$ cat src/design/sorted_record_table_unit_assert.svh
// Assertion macros for the sorted record table, empty in synthesis.
`ifndef SORTED_RECORD_TABLE_UNIT_ASSERT_SVH
`define SORTED_RECORD_TABLE_UNIT_ASSERT_SVH
`ifndef SYNTHESIS
`define SRT_ASSERT(lbl, cond, msg) \
   lbl: assert property (@(posedge clock) disable iff (reset) (cond)) else $error(msg);
`define SRT_ASSERT_NEXT(lbl, ante, cons, msg) \
   lbl: assert property (@(posedge clock) disable iff (reset) (ante) |=> (cons)) else $error(msg);
`else
`define SRT_ASSERT(lbl, cond, msg)
`define SRT_ASSERT_NEXT(lbl, ante, cons, msg)
`endif
`endif

$ cat src/design/srt_pkg.sv
// Shared types and constants of the sorted record table.
package srt_pkg;
   localparam int SCORE_W    = 10;
   localparam int WEIGHT_W   = 11;
   localparam int OUT_ID_W   = 56;
   localparam int OUT_NAME_W = 64;
   localparam int PROD_W     = SCORE_W + WEIGHT_W;
   localparam int SUM_W      = PROD_W + 2;
   localparam logic [SCORE_W-1:0] AVG_MAX = 10'd1000;

   localparam logic [WEIGHT_W-1:0] WEIGHT_FIRST_RST  = 11'd307;
   localparam logic [WEIGHT_W-1:0] WEIGHT_SECOND_RST = 11'd307;
   localparam logic [WEIGHT_W-1:0] WEIGHT_THIRD_RST  = 11'd410;

   localparam logic [1:0] OP_INSERT = 2'd0;
   localparam logic [1:0] OP_EDIT   = 2'd1;
   localparam logic [1:0] OP_LIST   = 2'd2;
   localparam logic [1:0] OP_UNUSED = 2'd3;

   localparam logic [1:0] ST_OK        = 2'd0;
   localparam logic [1:0] ST_NOT_FOUND = 2'd1;
   localparam logic [1:0] ST_FULL      = 2'd2;
   localparam logic [1:0] ST_EMPTY     = 2'd3;

   localparam logic [1:0] REG_WEIGHT_FIRST  = 2'd0;
   localparam logic [1:0] REG_WEIGHT_SECOND = 2'd1;
   localparam logic [1:0] REG_WEIGHT_THIRD  = 2'd2;

   typedef enum logic [3:0] {
      S_IDLE, S_CALC1, S_CALC2, S_INS_BEGIN, S_FIND_RD, S_FIND_CHK,
      S_DROP_RD, S_DROP_WR, S_INS_RD, S_INS_CHK, S_INS_PUT,
      S_LIST_RD, S_LIST_OUT, S_RESP
   } state_type;
endpackage

$ cat src/design/srt_avg.sv
// Two-stage weighted average: register products, then sum, shift and saturate.
module srt_avg
   import srt_pkg::*;
(
   input  logic                clock,
   input  logic [SCORE_W-1:0]  s1,
   input  logic [SCORE_W-1:0]  s2,
   input  logic [SCORE_W-1:0]  s3,
   input  logic [WEIGHT_W-1:0] w1,
   input  logic [WEIGHT_W-1:0] w2,
   input  logic [WEIGHT_W-1:0] w3,
   output logic [SCORE_W-1:0]  avg
);
   logic [PROD_W-1:0]  p1_ff, p2_ff, p3_ff;
   logic [SUM_W-1:0]   sum;
   logic [SUM_W-11:0]  shifted;
   logic [SCORE_W-1:0] avg_ff;

   assign sum     = SUM_W'(p1_ff) + SUM_W'(p2_ff) + SUM_W'(p3_ff);
   assign shifted = sum[SUM_W-1:10];

   always_ff @(posedge clock) begin
      p1_ff  <= PROD_W'(s1) * PROD_W'(w1);
      p2_ff  <= PROD_W'(s2) * PROD_W'(w2);
      p3_ff  <= PROD_W'(s3) * PROD_W'(w3);
      avg_ff <= (shifted > (SUM_W-10)'(AVG_MAX)) ? AVG_MAX : shifted[SCORE_W-1:0];
   end

   assign avg = avg_ff;
endmodule

$ cat config.mk
export PLATFORM = sky130hd
export DESIGN_NAME = srt_avg
export DESIGN_NICKNAME = d
export VERILOG_FILES = /design/src/design/sorted_record_table_unit_assert.svh /design/src/design/srt_pkg.sv /design/src/design/srt_avg.sv
export SDC_FILE = /design/constraint.sdc
export NUM_CORES = 1
export LEC_CHECK = 0
export BUFFER_PORTS_ARGS = -buffer_cell sky130_fd_sc_hd__buf_2
export CORE_MARGIN = 3
export CORE_UTILIZATION = 50
export DETAILED_ROUTE_END_ITERATION = 6
export GPL_ROUTABILITY_DRIVEN = 0
export HOLD_SLACK_MARGIN = 0.02
export PLACE_DENSITY = 0.81
export SYNTH_ARGS = -nofsm -noshare
export SYNTH_HDL_FRONTEND = slang
export SYNTH_SLANG_ARGS = --single-unit
export TNS_END_PERCENT = 30
$ cat constraint.sdc
create_clock -name clock -period 5 [get_ports clock]
set_input_delay 0.25 -clock clock [delete_from_list [all_inputs] [get_ports clock]]
set_output_delay 0.25 -clock clock [all_outputs]
set_load 0.05 [all_outputs]
* After elaboration in Yosys (flattened, before gate mapping)
Index checks and enable logic that the tools add are counted.
** Storage, ports and cells
- Flip-flop bits (word level) :: 73
- Input bits :: 64
- Output and inout bits :: 10
** Cells by class
- $lt $le $gt $ge :: 1
- $add $sub $neg :: 2
- Multiply operators :: 3
** Operators with widths (number)
- multiplier 10 x 11 -> 21 bit :: 3
- adder 22 x 21 -> 23 bit :: 1
- adder 21 x 21 -> 22 bit :: 1
- > comparator 13 x 10 -> 1 bit (second input constant) :: 1

* Logic depth before layout (Yosys ltp)
Gate-level depths: netlist of the first run.
- Depth in word-level cells :: 3
- Mapped depth :: 21

* Least setup slack after synthesis of the first run
OpenSTA, ideal clock, no wires.
- Path kind :: input port to flip-flop
- Start :: input s3[1]
- End :: register p3_ff[19]
- Required time :: 4.878 ns
- Data arrival time :: 4.965 ns
- Stages :: 19
- Slack :: -0.087 ns
- Cell sequence :: clkbuf_1 -> nand2_1 -> fa_1 -> inv_1 -> fa_1 -> fa_1 -> fa_1 -> inv_1 -> fa_1 -> inv_1 -> ha_1 -> a21o_1 -> a21o_1 -> a21oi_1 -> o21ai_0 -> and2_1 -> a41oi_2 -> nor3_1 -> a311o_1
** On the way
- Cells in the longest elaborated chain, start to end :: 1
** RTL lines
- start, declared :: RTL line srt_avg.sv:8 : input logic [SCORE_W-1:0] s3,
- multiplier 10 x 11 -> 21 bit :: RTL line srt_avg.sv:25 : p3_ff <= PROD_W'(s3) * PROD_W'(w3);
- end signal, assigned :: RTL line srt_avg.sv:25
- end, declared :: RTL line srt_avg.sv:14 : logic [PROD_W-1:0] p1_ff, p2_ff, p3_ff;
Every way passes these cells.
A chain may end at the register's enable or synchronous reset.

* Worst setup path in the final report of the first run
- Start :: input w2[7]
- End :: register p2_ff[20]
** On the way
- Cells in the longest elaborated chain, start to end :: 1
** RTL lines
- start, declared :: RTL line srt_avg.sv:10 : input logic [WEIGHT_W-1:0] w2,
- multiplier 10 x 11 -> 21 bit :: RTL line srt_avg.sv:24 : p2_ff <= PROD_W'(s2) * PROD_W'(w2);
- end signal, assigned :: RTL line srt_avg.sv:24
- end, declared :: RTL line srt_avg.sv:14
Every way passes these cells.

==> results of run 1 <==
-- placed cells by master (no fill, tap or decap), types with 5 or more instances in the layout --
cell type | Yosys | routed
o21bai_1 | 6 | 6
clkbuf_16 | 0 | 9
a31oi_1 | 7 | 7
o21a_1 | 13 | 13
inv_1 | 240 | 240
o211ai_1 | 5 | 5
xor2_1 | 16 | 16
a21oi_1 | 37 | 36
and2_1 | 198 | 198
nand3_1 | 13 | 13
nand2b_1 | 8 | 8
buf_4 | 0 | 75
a21o_1 | 15 | 15
nand2_1 | 161 | 161
nor2_1 | 49 | 49
fa_1 | 230 | 230
buf_2 | 1 | 73
ha_1 | 188 | 188
xnor2_1 | 42 | 42
dfxtp_1 | 73 | 73
o21ai_0 | 21 | 21
nor3_1 | 9 | 9
-- how the worst max path moves through the flow --
stage                     end  cells past startpoint  startpoint
floorplan           p2_ff[20]                     21       s2[1]
global placement    p2_ff[20]                     22       w2[7]
detailed placement  p2_ff[20]                     22       w2[7]
CTS                 p2_ff[20]                     22       w2[7]
global route        p3_ff[19]                     18       w3[6]
finish              p2_ff[20]                     22       w2[7]
-- cells by family after synthesis --
kind of cell	count (synthesis)
AND/OR/NAND/NOR	464
adder cells (fa/ha/maj)	418
buffers and inverters	292
AO/OA/AOI/OAI	137
flip-flops	73
XOR/XNOR	58
multiplexers	1
-- worst max-delay path: stages --
cell,delay (ns)
buf_2,0.14
nand2_1,0.09
fa_1,0.54
inv_1,0.06
fa_1,0.51
inv_1,0.06
fa_1,0.53
inv_1,0.05
fa_1,0.48
inv_1,0.05
fa_1,0.47
inv_1,0.04
ha_1,0.27
or2_2,0.31
a21oi_1,0.18
inv_1,0.07
a311oi_2,0.28
buf_4,0.17
o31ai_1,0.08
a31oi_1,0.18
o21bai_1,0.11
xnor2_1,0.13
-- cell usage after synthesis, drive strengths merged, types with 4 or more instances --
master	count	share of area
xor2	16	0.010
a21oi	38	0.015
nand2b	8	0.0037
fa	230	0.34
nor2	49	0.014
a211oi	4	0.0022
o21bai	6	0.0034
dfxtp	73	0.11
o21a	13	0.0073
inv	240	0.067
ha	188	0.18
o211ai	5	0.0028
a31oi	8	0.0042
xnor2	42	0.028
o21ai	23	0.0086
nor2b	4	0.0019
clkbuf	51	0.014
nand3	13	0.0049
nand2	161	0.045
nor3	9	0.0034
and3	4	0.0019
and2	198	0.093
a21o	15	0.0084
-- power groups by stage --
stage	clock network, mW	registers, mW	logic [mW]
6_report	0.728	1.10	7.72
5_1_grt	0.763	1.13	8.76
4_1_cts	0.738	1.11	7.68
3_5_place_dp	0	1.12	7.54
3_3_place_gp	0	1.11	7.28
2_1_floorplan	0	1.13	5.71
-- registers in the layout (all words and copies together), names as in the netlist --
signal  cells
p2_ff      21
avg        10
p1_ff      21
p3_ff      21
-- through the flow --
step,std cells,setup WS [ns]
detailed placement,1874,-0.1966
CTS,1889,0.1192
finish,1889,0.1538
global route,1889,0.002184
floorplan,1443,-0.007440
global placement,1874,-0.1253
-- layer usage --
metal / track usage / vias up
met5: 0 / -
li1: - / 4702
met2: 0.3752 / 211
met3: 0.02958 / 45
met1: 0.2701 / 5044
met4: 0.05477 / 0
-- layout make-up --
cell class | count | area, µm² | area share
repair buffers | 148 | 928.4 | 0.06246
clock buffers | 9 | 225.2 | 0.01515
inverters | 240 | 900.9 | 0.06061
clock inverters | 6 | 116.4 | 0.007828
multi-input cells | 1078 | 10810 | 0.7274
flip-flops and latches | 73 | 1461 | 0.09832
well taps | 335 | 419.2 | 0.02820
-- repair_timing --
item / CTS / global route
endpoints found under the hold margin: 0 / 0
endpoints found under the setup margin: 0 / 5
gates resized for setup: 0 / 3
hold buffers: 0 / 0
==> flow_summary.toml, run 1 <==
[detailed_routing]
ant_nets = 0
wl_per_cell_um = 14.99
wl_met3_um = 1083
drt-vias-per-instance = 5.295
dr.first_iter.drc_count = 568
wl_met1_um = 12180
firstDrtPassIters = 5
dr_wl_met2_um = 14410
drc = 0
top_layer = "met4"
drt_wl_total_um = 28310
vias = 10000

[sta]
fin_crit_ns = 4.846
slew_viol_final = 0
finalCritPeriodShare = 0.9692
finalSetupViolCount = 0
hold_viol = 0
clock_skew_ns = 0.008420
slew_headroom = 0.6771
timing.fmax_mhz = 206.3
hold_ws_ns = 0.2892
rsz0062_at_grt = "no"
worst_slew_pin_slew_ns = 0.4793
fin_tns_setup_ns = 0

[setup_path]
cp_max_fo = 2
critPathRequiredTime_ns = 5.23
crit_arrival_ns = 5.08
regToRegEndpoint = "avg[3]"
start_kind = "input port"
reg2regPathDepth = 10
cp-end-kind = "flip-flop"
reg2reg_setup_slack_ns = 1.83
worstSetupPathType = "in -> reg"
worstReg2RegStart = "p1_ff[3]"

[pwr]
p_sw_mw = 4.691
finalPower_mw = 9.557
pwr-share-comb = 0.808
swShare = 0.4909
total_leakage_power_nw = 7.793
ir_worst_vdd_uv = 606.3
power.density_nw_per_um2 = 642.9
p_int_mw = 4.866
clkPwrFrac = 0.076
pwr-share-seq = 0.116

[finish]
final_util = 0.5688
nNetsFinal = 2032
stdcell_area_um2 = 14860
drive_above_1_share = 0.1145
diodes = 0
fillCellCount = 2242
area_growth_pct = 11.32

[synth]
synth_warnings = 0
synth.distinct_cells = 55
synth_cells = 1443
ys.flop_type = "dfxtp_1"
synth.avg_cell_area_um2 = 9.254
synth_xor_area_frac = 0.03804
syn-num-nets = 1925
syn_area_um2 = 13350
muxShareOfSynthArea = 0.0007496
synthAdderAreaFrac = 0.5210
synth_seq_area_share = 0.1094
synth_compound_gate_area_share = 0.07037
ys_seq_elements = 73
synth_simple_gate_area_frac = 0.1782
synth_edf_count = 0
synth_top_family_by_area = "adder cells"
synthArstFlopShare = 0

[min_path]
hold_path.class = "in -> reg"
whs_path_depth = 2
min_to = "p3_ff[0]"
hold_path_startpoint = "s3[0]"

[clocking]
cts_root_buf = "clkbuf_16"
clock_latency_ns = 0.34
cts_tree = "yes"
cts_max_level = 3
clk_pin_slew_ns = 0.06
numCtsBuffers = 9
cts.sink_count = 73
cts_buffer_depth = 2
cts_setup_buffers = 0

[die]
core_um2 = 26130
initial_core_util = 0.5110
dieArea_um2 = 28700
die_h_um = 169.4
io_pins = 74
die_w_um = 169.4
fp-row-count = 59

[global_routing]
grt_pass1_vias = 10860
grt-ovfl-total = 0
antenna_found_initial = 0
grt_max_degree = 14
grt_pass1_wl_um = 49860
track_usage = 0.2104

[job]
max_cap_viol_count = 0

[placed_design]
postPlaceCellArea_um2 = 14500
hpwl_um = 24690
io_buffers = 73

[run_status]
status = "completed"
Power figures use the tool's default switching activity.
==> inputs of run 2 (changes only) <==
CORE_ASPECT_RATIO = 0.8   (was not set)
PLACE_DENSITY = 0.8   (was 0.81)
RECOVER_POWER = 25   (was not set)
==> flow_summary.toml, run 2 (synthesized netlist as in run 1, its figures left out) <==
[sta]
slew_viol_final = 0
rsz0062_at_grt = "yes"
finalCritPeriodShare = 0.9628
finalSetupViolCount = 0
clock_skew_ns = 0.006029
worst_slew_pin_slew_ns = 0.6348
timing.fmax_mhz = 207.7
slew_headroom = 0.5786
fin_crit_ns = 4.814
hold_viol = 0

[clocking]
cts_tree = "yes"
cts_root_buf = "clkbuf_16"
clk_pin_slew_ns = 0.06
cts_buffer_depth = 2
clock_latency_ns = 0.34
numCtsBuffers = 9
ctsHoldBuffers = 0
cts.sink_count = 73
cts_max_level = 3

[setup_path]
cpMaxStageDelayCell = "fa_1"
cp_max_fo = 7
path_cells = "buf_2 > buf_4 > nand2_1 > fa_1 > inv_1 > fa_1 > fa_1 > fa_1 > inv_1 > fa_1 > inv_1 > ha_1 > and2_1 > a31oi_1 > a31oi_2 > o21a_1 > a211o_1 > a21oi_1 > xnor2_1"
crit_arrival_ns = 5.09
crit_top_cell = "fa_1"
path_delay_family = "adder cells"
worstSetupPathType = "in -> reg"
critPathRequiredTime_ns = 5.27
critPathBufInv = 5
cpPeakStageDelay_ns = 0.54
start_kind = "input port"
cp-end-kind = "flip-flop"

[finish]
final_common_cell = "inv_1"
diodes = 0
area_growth_pct = 11.58
drive_above_1_share = 0.1115
nNetsFinal = 2037
top_regs = "p1_ff: 21 flops, p2_ff: 21 flops, p3_ff: 21 flops"
final_cell_mix = "inv_1 (240), fa_1 (230), and2_1 (195), ha_1 (188), nand2_1 (161)"
layoutNonFillerInstCount = 1911

[detailed_routing]
drc = 0
drt_wl_total_um = 29430
firstDrtPassIters = 5
vias = 10120
wl_per_cell_um = 15.40
dr.first_iter.drc_count = 499
drt-vias-per-instance = 5.297
ant_nets = 0

[global_routing]
track_usage = 0.2134
grt-ovfl-total = 0
grt_pass1_vias = 10770
grt_pass1_wl_um = 51240
grt_max_degree = 15
antenna_found_initial = 0

[pwr]
total_leakage_power_nw = 7.770
power.density_nw_per_um2 = 652.8
ir_worst_vdd_uv = 524.0
finalPower_mw = 9.726

[die]
die_h_um = 152.2
core_um2 = 25760
initial_core_util = 0.5183
dieArea_um2 = 28710
io_pins = 74
fp-row-count = 52
die_w_um = 188.7

[min_path]
hold_path.class = "in -> reg"

[run_status]
status = "completed"

[placed_design]
placedCellCount = 1894
io_buffers = 73
hpwl_um = 25330

[job]
max_cap_viol_count = 0
## run 2: cell types whose count changed in the layout (fill, tap and decap cells not counted), sizes merged
cell / delta
clkinv: -1
bufinv: -1
clkbuf: +12
clkinvlp: +2
buf: -7
inv: +1
## run 2: final cells by class
| type | count | area (µm²) |
|---|---|---|
| fillers | 2188 | 10870 |
| flip-flops and latches | 73 | 1461 |
| well taps | 351 | 439.2 |
| clock buffers | 9 | 225.2 |
| repair buffers | 153 | 948.4 |
| multi-input cells | 1078 | 10820 |
| inverters | 240 | 900.9 |
| clock inverters | 7 | 101.3 |
## run 2: through the flow
| step | setup TNS (ns) | hold slack, ns | worst slack, ns | instance area [µm²] | utilization |
|---|---|---|---|---|---|
| final | 0 | 0.3072 | 0.1858 | 14900 | 0.5783 |
| after CTS | 0 | 0.2933 | 0.1367 | 14880 | 0.5776 |
| after global routing | -0.02596 | 0.3010 | -0.02583 | 14900 | 0.5783 |
| after floorplan | -0.007440 | 0.3717 | -0.007440 | 13360 | - |
| after global placement | -0.1173 | 0.6278 | -0.07485 | 14550 | 0.5649 |
| after detailed placement | -1.310 | 0.6382 | -0.2035 | 14550 | 0.5649 |
## run 2: final timing paths
| kind | start | endpoint | slack, ns | cells past startpoint |
|---|---|---|---|---|
| max reg2reg | p3_ff[3] | avg[4] | 1.76 | 9 |
| min | s1[0] | p1_ff[0] | 0.31 | 2 |
| max | s1[1] | p1_ff[19] | 0.19 | 19 |
| min reg2reg | p3_ff[20] | avg[9] | 0.69 | 3 |
## run 2: power breakdown
part / internal [mW] / switching, mW / leakage, nW
combinational: 3.48 / 4.45 / 7.00
sequential: 0.931 / 0.168 / 0.613
clock: 0.441 / 0.255 / 0.153
## run 2: repair_timing
| action | 4_1_cts | 5_1_grt |
|---|---|---|
| gates resized for setup | 0 | 5 |
| setup buffers | 0 | 1 |
| hold endpoints to repair | 0 | 0 |
| endpoints found under the setup margin | 0 | 7 |
## run 2: metal layers
| layer | vias up | global-route usage | part of all wire | wire [µm] |
|---|---|---|---|---|
| li1 | 4718 | - | - | - |
| met5 | - | 0 | 0 | 0 |
| met3 | 43 | 0.03427 | 0.060 | 1759 |
| met2 | 291 | 0.3448 | 0.46 | 13540 |
| met4 | 0 | 0.04006 | 0.016 | 482 |
| met1 | 5071 | 0.3079 | 0.46 | 13650 |
